==> src/speac_pkg.sv <==
// Shared types and constants for the SPI EEPROM access controller.
package speac_pkg;

    // Serial EEPROM instruction codes.
    localparam logic [7:0] OP_WREN  = 8'h06;
    localparam logic [7:0] OP_WRDI  = 8'h04;
    localparam logic [7:0] OP_RDSR  = 8'h05;
    localparam logic [7:0] OP_READ  = 8'h03;
    localparam logic [7:0] OP_WRITE = 8'h02;

    // Request kinds.
    localparam logic [1:0] KIND_READ   = 2'd0;
    localparam logic [1:0] KIND_WRITE  = 2'd1;
    localparam logic [1:0] KIND_STATUS = 2'd2;

    // Frame lengths and the received data byte length, in bits.
    localparam logic [5:0] LEN_LONG  = 6'd32;
    localparam logic [5:0] LEN_SHORT = 6'd16;
    localparam logic [5:0] LEN_OP    = 6'd8;
    localparam logic [5:0] RX_BITS   = 6'd8;

    typedef enum logic [3:0] {
        PH_IDLE     = 4'd0,
        PH_RD       = 4'd1,
        PH_RS       = 4'd2,
        PH_POLL     = 4'd3,
        PH_POLL_GAP = 4'd4,
        PH_WREN     = 4'd5,
        PH_WREN_GAP = 4'd6,
        PH_WR       = 4'd7,
        PH_WR_GAP   = 4'd8,
        PH_WRDI     = 4'd9,
        PH_DONE     = 4'd10
    } t_phase;

    typedef struct packed {
        logic        start_req;
        logic [1:0]  kind;
        logic [10:0] address;
        logic [7:0]  write_data;
        logic        miso;
    } t_in_item;

    typedef struct packed {
        logic       cs_n;
        logic       sclk;
        logic       mosi;
        logic       wp_n;
        logic       busy_res;
        logic       done_res;
        logic [7:0] read_data;
        logic       wip;
        logic       wel;
        logic [1:0] block_protect;
        logic       srwd;
    } t_out_item;

endpackage

==> src/speac_core.sv <==
// Sequencer state and per-tick update logic of the SPI EEPROM access controller.
module speac_core #(
    parameter int ADDR_BITS = 11
) (
    input  logic                 i_clk,
    input  logic                 i_rst_n,
    input  logic                 i_adv,
    input  speac_pkg::t_in_item  i_item,
    output speac_pkg::t_out_item o_res
);

    localparam int AddrW = 11;
    localparam logic [AddrW-1:0] AddrMask =
        (ADDR_BITS >= AddrW) ? {AddrW{1'b1}} : AddrW'((1 << ADDR_BITS) - 1);

    speac_pkg::t_phase r_phase, n_phase;
    logic [5:0]        r_bit_cnt, n_bit_cnt;
    logic              r_half, n_half;
    logic [31:0]       r_out_shift, n_out_shift;
    logic [7:0]        r_in_shift, n_in_shift;
    logic [AddrW-1:0]  r_addr, n_addr;
    logic [7:0]        r_data, n_data;
    logic [7:0]        r_status, n_status;
    logic [7:0]        r_read, n_read;

    logic              rx_frame;
    logic [15:0]       addr_word;
    logic [15:0]       new_addr_word;

    assign rx_frame = (r_phase == speac_pkg::PH_RD) || (r_phase == speac_pkg::PH_RS) ||
                      (r_phase == speac_pkg::PH_POLL);
    assign addr_word     = {{(16 - AddrW){1'b0}}, r_addr & AddrMask};
    assign new_addr_word = {{(16 - AddrW){1'b0}}, i_item.address & AddrMask};

    always_comb begin
        n_phase     = r_phase;
        n_bit_cnt   = r_bit_cnt;
        n_half      = r_half;
        n_out_shift = r_out_shift;
        n_in_shift  = r_in_shift;
        n_addr      = r_addr;
        n_data      = r_data;
        n_status    = r_status;
        n_read      = r_read;

        o_res          = '0;
        o_res.cs_n     = 1'b1;
        o_res.wp_n     = (r_phase == speac_pkg::PH_WREN) ||
                         (r_phase == speac_pkg::PH_WREN_GAP) ||
                         (r_phase == speac_pkg::PH_WR);

        unique case (r_phase)
            speac_pkg::PH_RD, speac_pkg::PH_RS, speac_pkg::PH_POLL,
            speac_pkg::PH_WREN, speac_pkg::PH_WR, speac_pkg::PH_WRDI: begin
                o_res.cs_n     = 1'b0;
                o_res.busy_res = 1'b1;
                o_res.sclk     = ~r_half;
                o_res.mosi     = r_out_shift[31];
                if (!r_half) begin
                    // SCLK high: sample MISO during the data byte of a read frame.
                    if (rx_frame && r_bit_cnt <= speac_pkg::RX_BITS) begin
                        n_in_shift = {r_in_shift[6:0], i_item.miso};
                    end
                    n_half = 1'b1;
                end else begin
                    n_out_shift = {r_out_shift[30:0], 1'b0};
                    n_bit_cnt   = r_bit_cnt - 6'd1;
                    n_half      = 1'b0;
                    if (n_bit_cnt == 6'd0) begin
                        if (rx_frame) begin
                            n_read = r_in_shift;
                        end
                        if (r_phase == speac_pkg::PH_RS || r_phase == speac_pkg::PH_POLL) begin
                            n_status = r_in_shift;
                        end
                        priority case (r_phase)
                            speac_pkg::PH_POLL: n_phase = speac_pkg::PH_POLL_GAP;
                            speac_pkg::PH_WREN: n_phase = speac_pkg::PH_WREN_GAP;
                            speac_pkg::PH_WR:   n_phase = speac_pkg::PH_WR_GAP;
                            default:            n_phase = speac_pkg::PH_DONE;
                        endcase
                    end
                end
            end
            speac_pkg::PH_POLL_GAP: begin
                o_res.busy_res = 1'b1;
                n_half         = 1'b0;
                n_in_shift     = '0;
                if (r_status[0]) begin
                    n_phase     = speac_pkg::PH_POLL;
                    n_out_shift = {speac_pkg::OP_RDSR, 24'd0};
                    n_bit_cnt   = speac_pkg::LEN_SHORT;
                end else begin
                    n_phase     = speac_pkg::PH_WREN;
                    n_out_shift = {speac_pkg::OP_WREN, 24'd0};
                    n_bit_cnt   = speac_pkg::LEN_OP;
                end
            end
            speac_pkg::PH_WREN_GAP: begin
                o_res.busy_res = 1'b1;
                n_phase        = speac_pkg::PH_WR;
                n_out_shift    = {speac_pkg::OP_WRITE, addr_word, r_data};
                n_bit_cnt      = speac_pkg::LEN_LONG;
                n_half         = 1'b0;
                n_in_shift     = '0;
            end
            speac_pkg::PH_WR_GAP: begin
                o_res.busy_res = 1'b1;
                n_phase        = speac_pkg::PH_WRDI;
                n_out_shift    = {speac_pkg::OP_WRDI, 24'd0};
                n_bit_cnt      = speac_pkg::LEN_OP;
                n_half         = 1'b0;
                n_in_shift     = '0;
            end
            speac_pkg::PH_DONE: begin
                o_res.done_res = 1'b1;
                n_phase        = speac_pkg::PH_IDLE;
            end
            default: begin
                // Idle, and any unused phase code, takes a new request.
                n_phase = speac_pkg::PH_IDLE;
                if (i_item.start_req) begin
                    unique case (i_item.kind)
                        speac_pkg::KIND_READ: begin
                            o_res.busy_res = 1'b1;
                            n_phase        = speac_pkg::PH_RD;
                            n_out_shift    = {speac_pkg::OP_READ, new_addr_word, 8'd0};
                            n_bit_cnt      = speac_pkg::LEN_LONG;
                        end
                        speac_pkg::KIND_WRITE: begin
                            o_res.busy_res = 1'b1;
                            n_phase        = speac_pkg::PH_POLL;
                            n_out_shift    = {speac_pkg::OP_RDSR, 24'd0};
                            n_bit_cnt      = speac_pkg::LEN_SHORT;
                        end
                        speac_pkg::KIND_STATUS: begin
                            o_res.busy_res = 1'b1;
                            n_phase        = speac_pkg::PH_RS;
                            n_out_shift    = {speac_pkg::OP_RDSR, 24'd0};
                            n_bit_cnt      = speac_pkg::LEN_SHORT;
                        end
                        default: begin
                        end
                    endcase
                    if (o_res.busy_res) begin
                        n_addr     = i_item.address;
                        n_data     = i_item.write_data;
                        n_half     = 1'b0;
                        n_in_shift = '0;
                    end
                end
            end
        endcase

        o_res.read_data     = n_read;
        o_res.wip           = n_status[0];
        o_res.wel           = n_status[1];
        o_res.block_protect = n_status[3:2];
        o_res.srwd          = n_status[7];
    end

    always_ff @(posedge i_clk) begin
        if (!i_rst_n) begin
            r_phase     <= speac_pkg::PH_IDLE;
            r_bit_cnt   <= '0;
            r_half      <= 1'b0;
            r_out_shift <= '0;
            r_in_shift  <= '0;
            r_addr      <= '0;
            r_data      <= '0;
            r_status    <= '0;
            r_read      <= '0;
        end else if (i_adv) begin
            r_phase     <= n_phase;
            r_bit_cnt   <= n_bit_cnt;
            r_half      <= n_half;
            r_out_shift <= n_out_shift;
            r_in_shift  <= n_in_shift;
            r_addr      <= n_addr;
            r_data      <= n_data;
            r_status    <= n_status;
            r_read      <= n_read;
        end
    end

endmodule

==> src/spi_eeprom_access_controller.sv <==
// Top level of the SPI EEPROM access controller: request handshake and result register.
//
// This block is an SPI mode 0 master for a serial EEPROM, driven one tick at a time.
// Every accepted input request is one tick, a half period of SCLK, and yields exactly
// one result: the pin levels for that tick (cs_n, sclk, mosi, wp_n), busy and done
// flags, the last byte received and the fields of the last status byte. A bit takes
// two ticks, SCLK high with MOSI driven and MISO sampled, then SCLK low; bits go most
// significant first and frames are separated by one tick with cs_n high. A start on an
// idle tick latches a read-byte, write-byte or read-status operation; starts while busy
// are ignored. A write polls the status register until WIP clears, then sends WREN,
// WRITE with address and data (wp_n high across both), and finally WRDI. If MISO keeps
// reporting WIP the write polls forever until reset.
// Throughput is one request per clock cycle; each result is registered in the cycle
// after its request, as the tick's state update is a single pass of logic from the
// sequencer registers into the result register. The upstream side is stalled only
// while a result is held in that register and the downstream side stalls it. The
// address is masked to ADDR_BITS before it is sent as a 16-bit field.
module spi_eeprom_access_controller #(
    parameter int ADDR_BITS = 11
) (
    input  logic                 i_clk,
    input  logic                 i_rst_n,
    input  logic                 i_in_valid,
    output logic                 o_in_stall,
    input  speac_pkg::t_in_item  i_in_data,
    output logic                 o_out_valid,
    input  logic                 i_out_stall,
    output speac_pkg::t_out_item o_out_data
);

    logic                 accept;
    speac_pkg::t_out_item step_res;
    logic                 r_out_valid;
    speac_pkg::t_out_item r_out_data;

    // A new request is taken whenever the result register is empty or being drained.
    assign o_in_stall = r_out_valid && i_out_stall;
    assign accept     = i_in_valid && !o_in_stall;

    speac_core #(
        .ADDR_BITS (ADDR_BITS)
    ) u_core (
        .i_clk   (i_clk),
        .i_rst_n (i_rst_n),
        .i_adv   (accept),
        .i_item  (i_in_data),
        .o_res   (step_res)
    );

    always_ff @(posedge i_clk) begin
        if (!i_rst_n) begin
            r_out_valid <= 1'b0;
        end else if (accept) begin
            r_out_valid <= 1'b1;
        end else if (!i_out_stall) begin
            r_out_valid <= 1'b0;
        end
    end

    // The result payload needs no reset; it is qualified by the valid flag.
    always_ff @(posedge i_clk) begin
        if (accept) begin
            r_out_data <= step_res;
        end
    end

    assign o_out_valid = r_out_valid;
    assign o_out_data  = r_out_data;

endmodule
==> config.mk <==
export PLATFORM = sky130hd
export DESIGN_NAME = spi_eeprom_access_controller
export DESIGN_NICKNAME = d
export VERILOG_FILES = /design/src/speac_pkg.sv /design/src/speac_core.sv /design/src/spi_eeprom_access_controller.sv
export SDC_FILE = /design/constraint.sdc
export NUM_CORES = 1
export LEC_CHECK = 0
export BUFFER_PORTS_ARGS = -buffer_cell sky130_fd_sc_hd__buf_2
export CAP_MARGIN = 10
export CELL_PAD_IN_SITES_DETAIL_PLACEMENT = 0
export CELL_PAD_IN_SITES_GLOBAL_PLACEMENT = 1
export CORE_AREA = 2 2 103 105
export CTS_CLUSTER_SIZE = 16
export DETAILED_ROUTE_END_ITERATION = 16
export DIE_AREA = 0 0 105 107
export HOLD_SLACK_MARGIN = 0.12
export PLACE_DENSITY_LB_ADDON = 0.1
export SYNTH_ARGS = -nofsm -noshare
export SYNTH_HDL_FRONTEND = slang
export SYNTH_HIERARCHICAL = 1
export SYNTH_SLANG_ARGS = --single-unit
==> constraint.sdc <==
create_clock -name i_clk -period 10.37 [get_ports i_clk]
set_clock_uncertainty 0.15 [all_clocks]
set_input_delay 2.074 -clock i_clk [delete_from_list [all_inputs] [get_ports i_clk]]
set_output_delay 2.074 -clock i_clk [all_outputs]
set_load 0.02 [all_outputs]
==> metrics.log <==
[metrics] capturing point of the worst reg2reg path: u_core/r_bit_cnt[4]$_SDFFE_PN0P_
[metrics] Rows: 37
[metrics] maximum buffer depth of the clock tree: 2
[metrics] endpoints failing hold: 0
[metrics] cell leakage power: ~1.8 nW
[metrics] number of synthesized register bits: roughly 100
[metrics] number of buffers inserted during clock tree synthesis: 9
[metrics] antenna violations before repair: 0
[metrics] die area: approximately 11000 µm²
[metrics] Synth Net Count: 564
[metrics] Chip Height: ~110 µm
[metrics] synthesized area per cell: 8.933 µm²
[metrics] half-perimeter wire length of the detailed placement result: approximately 6.6 mm
[metrics] unique cell type count in the Yosys netlist: between 60 and 70
[metrics] DRC violation total after the first TritonRoute iteration: roughly 190
[metrics] critical-path maximum fanout: 3
[metrics] Worst path slowest cell: sky130_fd_sc_hd__and2_4
[metrics] pre-CTS worst setup slack: ~5.6 ns
[metrics] share of the core filled with cells in the final layout: 51.12%
[metrics] CTS Root Buffer Type: sky130_fd_sc_hd__clkbuf_8
[metrics] first-pass GRT wire length: ~18 mm
[metrics] drt first pass iters: 4
[metrics] DRC Markers: 0
[metrics] final standard cell count with taps included and fillers excluded: 693
[metrics] final number of setup-violating endpoints: 0
[metrics] most instantiated library cell after synthesis: sky130_fd_sc_hd__nand2_1
[metrics] placed instance count: 677
[metrics] Register-to-Register Setup Slack: 7.00 ns
[metrics] final setup margin: roughly 5.7 ns
[metrics] asr flop ratio synth: 0%
[metrics] power per cell area: 157.6 nW/µm²
[metrics] number of gates given a new drive strength after cts: 0
[metrics] worst min-delay path startpoint: u_core/r_out_shift[11]$_SDFFE_PN0P_
[metrics] initial standard-cell utilization of the core: a little under half
[metrics] Hold Buf Count CTS: 0
[metrics] number of buffers added for setup after CTS: 0
[metrics] CP startpoint kind: input port
[metrics] pin count of the biggest net entering global routing: 62
[metrics] drt wl/cell: 15.05 µm
[metrics] unrepaired setup endpoints after global routing: false
[metrics] global routing usage summed across all routing layers: 19.25%
[metrics] part of the Yosys area used for sequential elements: a little under half
[metrics] number of max-cap violations: 0
[metrics] vias in the first global route: 3592
[metrics] post-detailed-route via-to-cell ratio: ~5.6
[metrics] largest cells by area after synthesis: sky130_fd_sc_hd__dfxtp_1 35%, sky130_fd_sc_hd__edfxtp_1 12%, sky130_fd_sc_hd__a21oi_1 8.4%
[metrics] Setup Crit Path Kind: in2out
[metrics] core outline area: 10090 µm²
[metrics] combined buffer and inverter count along the critical path: 2
[metrics] sinks on the clock net: just over 100
[metrics] final instance area: 5159 µm²
[metrics] cell area after synthesis: approximately 4700 µm²
[metrics] routability cong.: between 0.8 and 0.9
[metrics] worst voltage drop across the vdd grid: 0.06651 mV
[metrics] worst path required time: just over 8 ns
[metrics] overall overflow remaining after global route: 0
[metrics] number of enable flip-flop cells after synthesis: 19
[metrics] total cell area at the placement stage: between 4000 and 5000 µm²
[metrics] family with the most delay on the worst path: buffers and inverters
[metrics] clock transition at the register clock pins on the worst setup and hold paths after CTS: ~0.10 ns
[metrics] worst reg-to-reg path cell count: 6
[metrics] Top cell by count, worst path: sky130_fd_sc_hd__buf_2
[metrics] CTS tree: yes
[metrics] r2r startpoint: u_core/r_phase[1]$_SDFFE_PN0P_
[metrics] fill cell instance count of the final layout: a little under 1000
[metrics] cell depth of the worst min-delay path: 2
[metrics] result of the run: completed
[metrics] instance count of the mapped netlist: around 530
[metrics] worst hold path endpoint: u_core/r_out_shift[12]$_SDFFE_PN0P_
[metrics] post-layout minimum cycle time: around 4.7 ns
[metrics] critical path's largest stage delay: about 0.15 ns
[metrics] area taken by multi-input logic gates: 2262 µm²
[metrics] sum of routed wire length over all layers: approximately 10 mm
[metrics] Setup TNS: 0 ns
[metrics] yosys warns: 6
[metrics] FMAX: around 0.21 GHz
[metrics] footprint of the flip-flops and latches: 2252 µm²
[metrics] top-area cell type share of the netlist area: between 30% and 40%
[metrics] Die W: about 110 µm
[metrics] deepest level of the CTS H-tree: 3
[metrics] final net count: about 590
[metrics] Period Utilization, post-route: 45.34%
[metrics] later-pin clock latency in the skew report: approximately 0.36 ns
[metrics] Final Slew Violations: 0
[metrics] cell type with the highest aggregate area in the netlist: sky130_fd_sc_hd__dfxtp_1
[metrics] count of vias placed by the detailed router: a little under 4000
[metrics] sequence of cells on the critical path: buf_2, and2_4, buf_2
[metrics] slew at the pin closest to its max-slew limit: between 1 and 1.5 ns
[metrics] number of nets with antenna violations after routing: 0
[metrics] layout cell share with drive strength beyond 1: between 10% and 20%
[metrics] growth of design area from synthesis to finish: 8.758%
[metrics] headroom to the max-slew limit: between 20% and 30%
[metrics] Worst setup EP type: primary output
[metrics] PortBufs: between 40 and 50
[metrics] worst min-delay path class: reg2reg
[metrics] flip-flop cell with the highest count after synthesis: sky130_fd_sc_hd__dfxtp_1
[metrics] number of top-level design ports: 48
[metrics] top cell types by occurrence after synthesis: 92 x sky130_fd_sc_hd__nand2_1, 84 x sky130_fd_sc_hd__dfxtp_1, 80 x sky130_fd_sc_hd__a21oi_1, 31 x sky130_fd_sc_hd__o21ai_0
[metrics] total inserted antenna cells: 0
[metrics] arrival time of the worst setup path: 2.48 ns
-- cell families after synthesis --
family	Yosys count	synth area share [%]
compound gates	172	22.13
buf+inv	49	4.933
mux	24	5.566
xor+xnor	2	0.5277
flops	103	47.48
fa+ha+maj	6	1.583
simple gates	175	17.78
-- flip-flops by register name (all words and copies together), names as in the netlist --
register / flops
u_core/r_out_shift: 32
u_core/r_bit_cnt: 6
u_core/r_in_shift: 8
u_core/r_read: 8
o_out_valid: 1
u_core/r_half: 1
u_core/r_data: 8
u_core/r_phase: 4
o_out_data: 19
u_core/r_status: 5
u_core/r_addr: 11
-- through the flow --
step | hold slack [ns] | total power, mW
6_report | 0.3053 | 0.8132
5_1_grt | 0.3260 | 0.8569
4_1_cts | 0.3083 | 0.8244
3_5_place_dp | 0.2903 | 0.5874
3_3_place_gp | 0.2865 | 0.5865
2_1_floorplan | 0.2770 | 0.5537
-- worst reg2reg max path, delay by kind of cell (launching register included) --
kind | cells | cell delay, ns
buffers and inverters | 1 | 0.39
and+or+nand+nor | 2 | 1.18
AOI/OAI and AO/OA | 3 | 0.80
DFF | 1 | 0.77
-- per-layer routing --
layer | track usage (%) | up-vias | wire, µm
li1 | - | 1958 | -
met2 | 32.33 | 95 | 5097
met5 | 0 | - | 0
met3 | 3.161 | 11 | 445
met4 | 6.190 | 0 | 131
met1 | 25.38 | 1847 | 4753
-- worst max-delay path by stage --
stage	slack, ns	depth (start not counted)	endpoint	start
2_1_floorplan	5.41	9	u_core/r_addr[10]$_SDFFE_PN0P_	i_out_stall
3_3_place_gp	5.64	9	u_core/r_out_shift[24]$_SDFFE_PN0P_	i_out_stall
3_5_place_dp	5.58	9	u_core/r_out_shift[24]$_SDFFE_PN0P_	i_out_stall
4_1_cts	5.67	3	o_in_stall	i_out_stall
5_1_grt	5.66	3	o_in_stall	i_out_stall
6_report	5.67	3	o_in_stall	i_out_stall
-- final cells by class --
type	count	area share, %
Multi-Input combinational cell	379	43.85
Sequential cell	103	43.66
Timing Repair Buffer	51	5.142
Tap cell	136	3.299
Clock buffer	9	2.401
Clock inverter	7	1.067
Inverter	8	0.5821
-- layout by cell type (no fill, tap or decap), types with 4 or more instances in the layout --
cell / count
sky130_fd_sc_hd__mux2_2: 11
sky130_fd_sc_hd__buf_4: 4
sky130_fd_sc_hd__o21ai_1: 11
sky130_fd_sc_hd__o21a_1: 4
sky130_fd_sc_hd__nand4_1: 8
sky130_fd_sc_hd__a221oi_1: 11
sky130_fd_sc_hd__inv_1: 7
sky130_fd_sc_hd__edfxtp_1: 19
sky130_fd_sc_hd__buf_2: 47
sky130_fd_sc_hd__a32oi_1: 8
sky130_fd_sc_hd__dfxtp_1: 84
sky130_fd_sc_hd__nor2_1: 14
sky130_fd_sc_hd__nand2_1: 92
sky130_fd_sc_hd__o21ai_0: 31
sky130_fd_sc_hd__nand2b_1: 8
sky130_fd_sc_hd__nand3_1: 21
sky130_fd_sc_hd__ha_1: 6
sky130_fd_sc_hd__clkbuf_8: 9
sky130_fd_sc_hd__mux2i_1: 11
sky130_fd_sc_hd__a21oi_1: 80
-- where the power goes --
| group | internal [mW] | switching (mW) |
|---|---|---|
| sequential | 0.427 | 0.0158 |
| combinational | 0.0413 | 0.0939 |
| clock | 0.0909 | 0.144 |
| total | 0.559 | 0.254 |
Power figures use the tool's default switching activity.
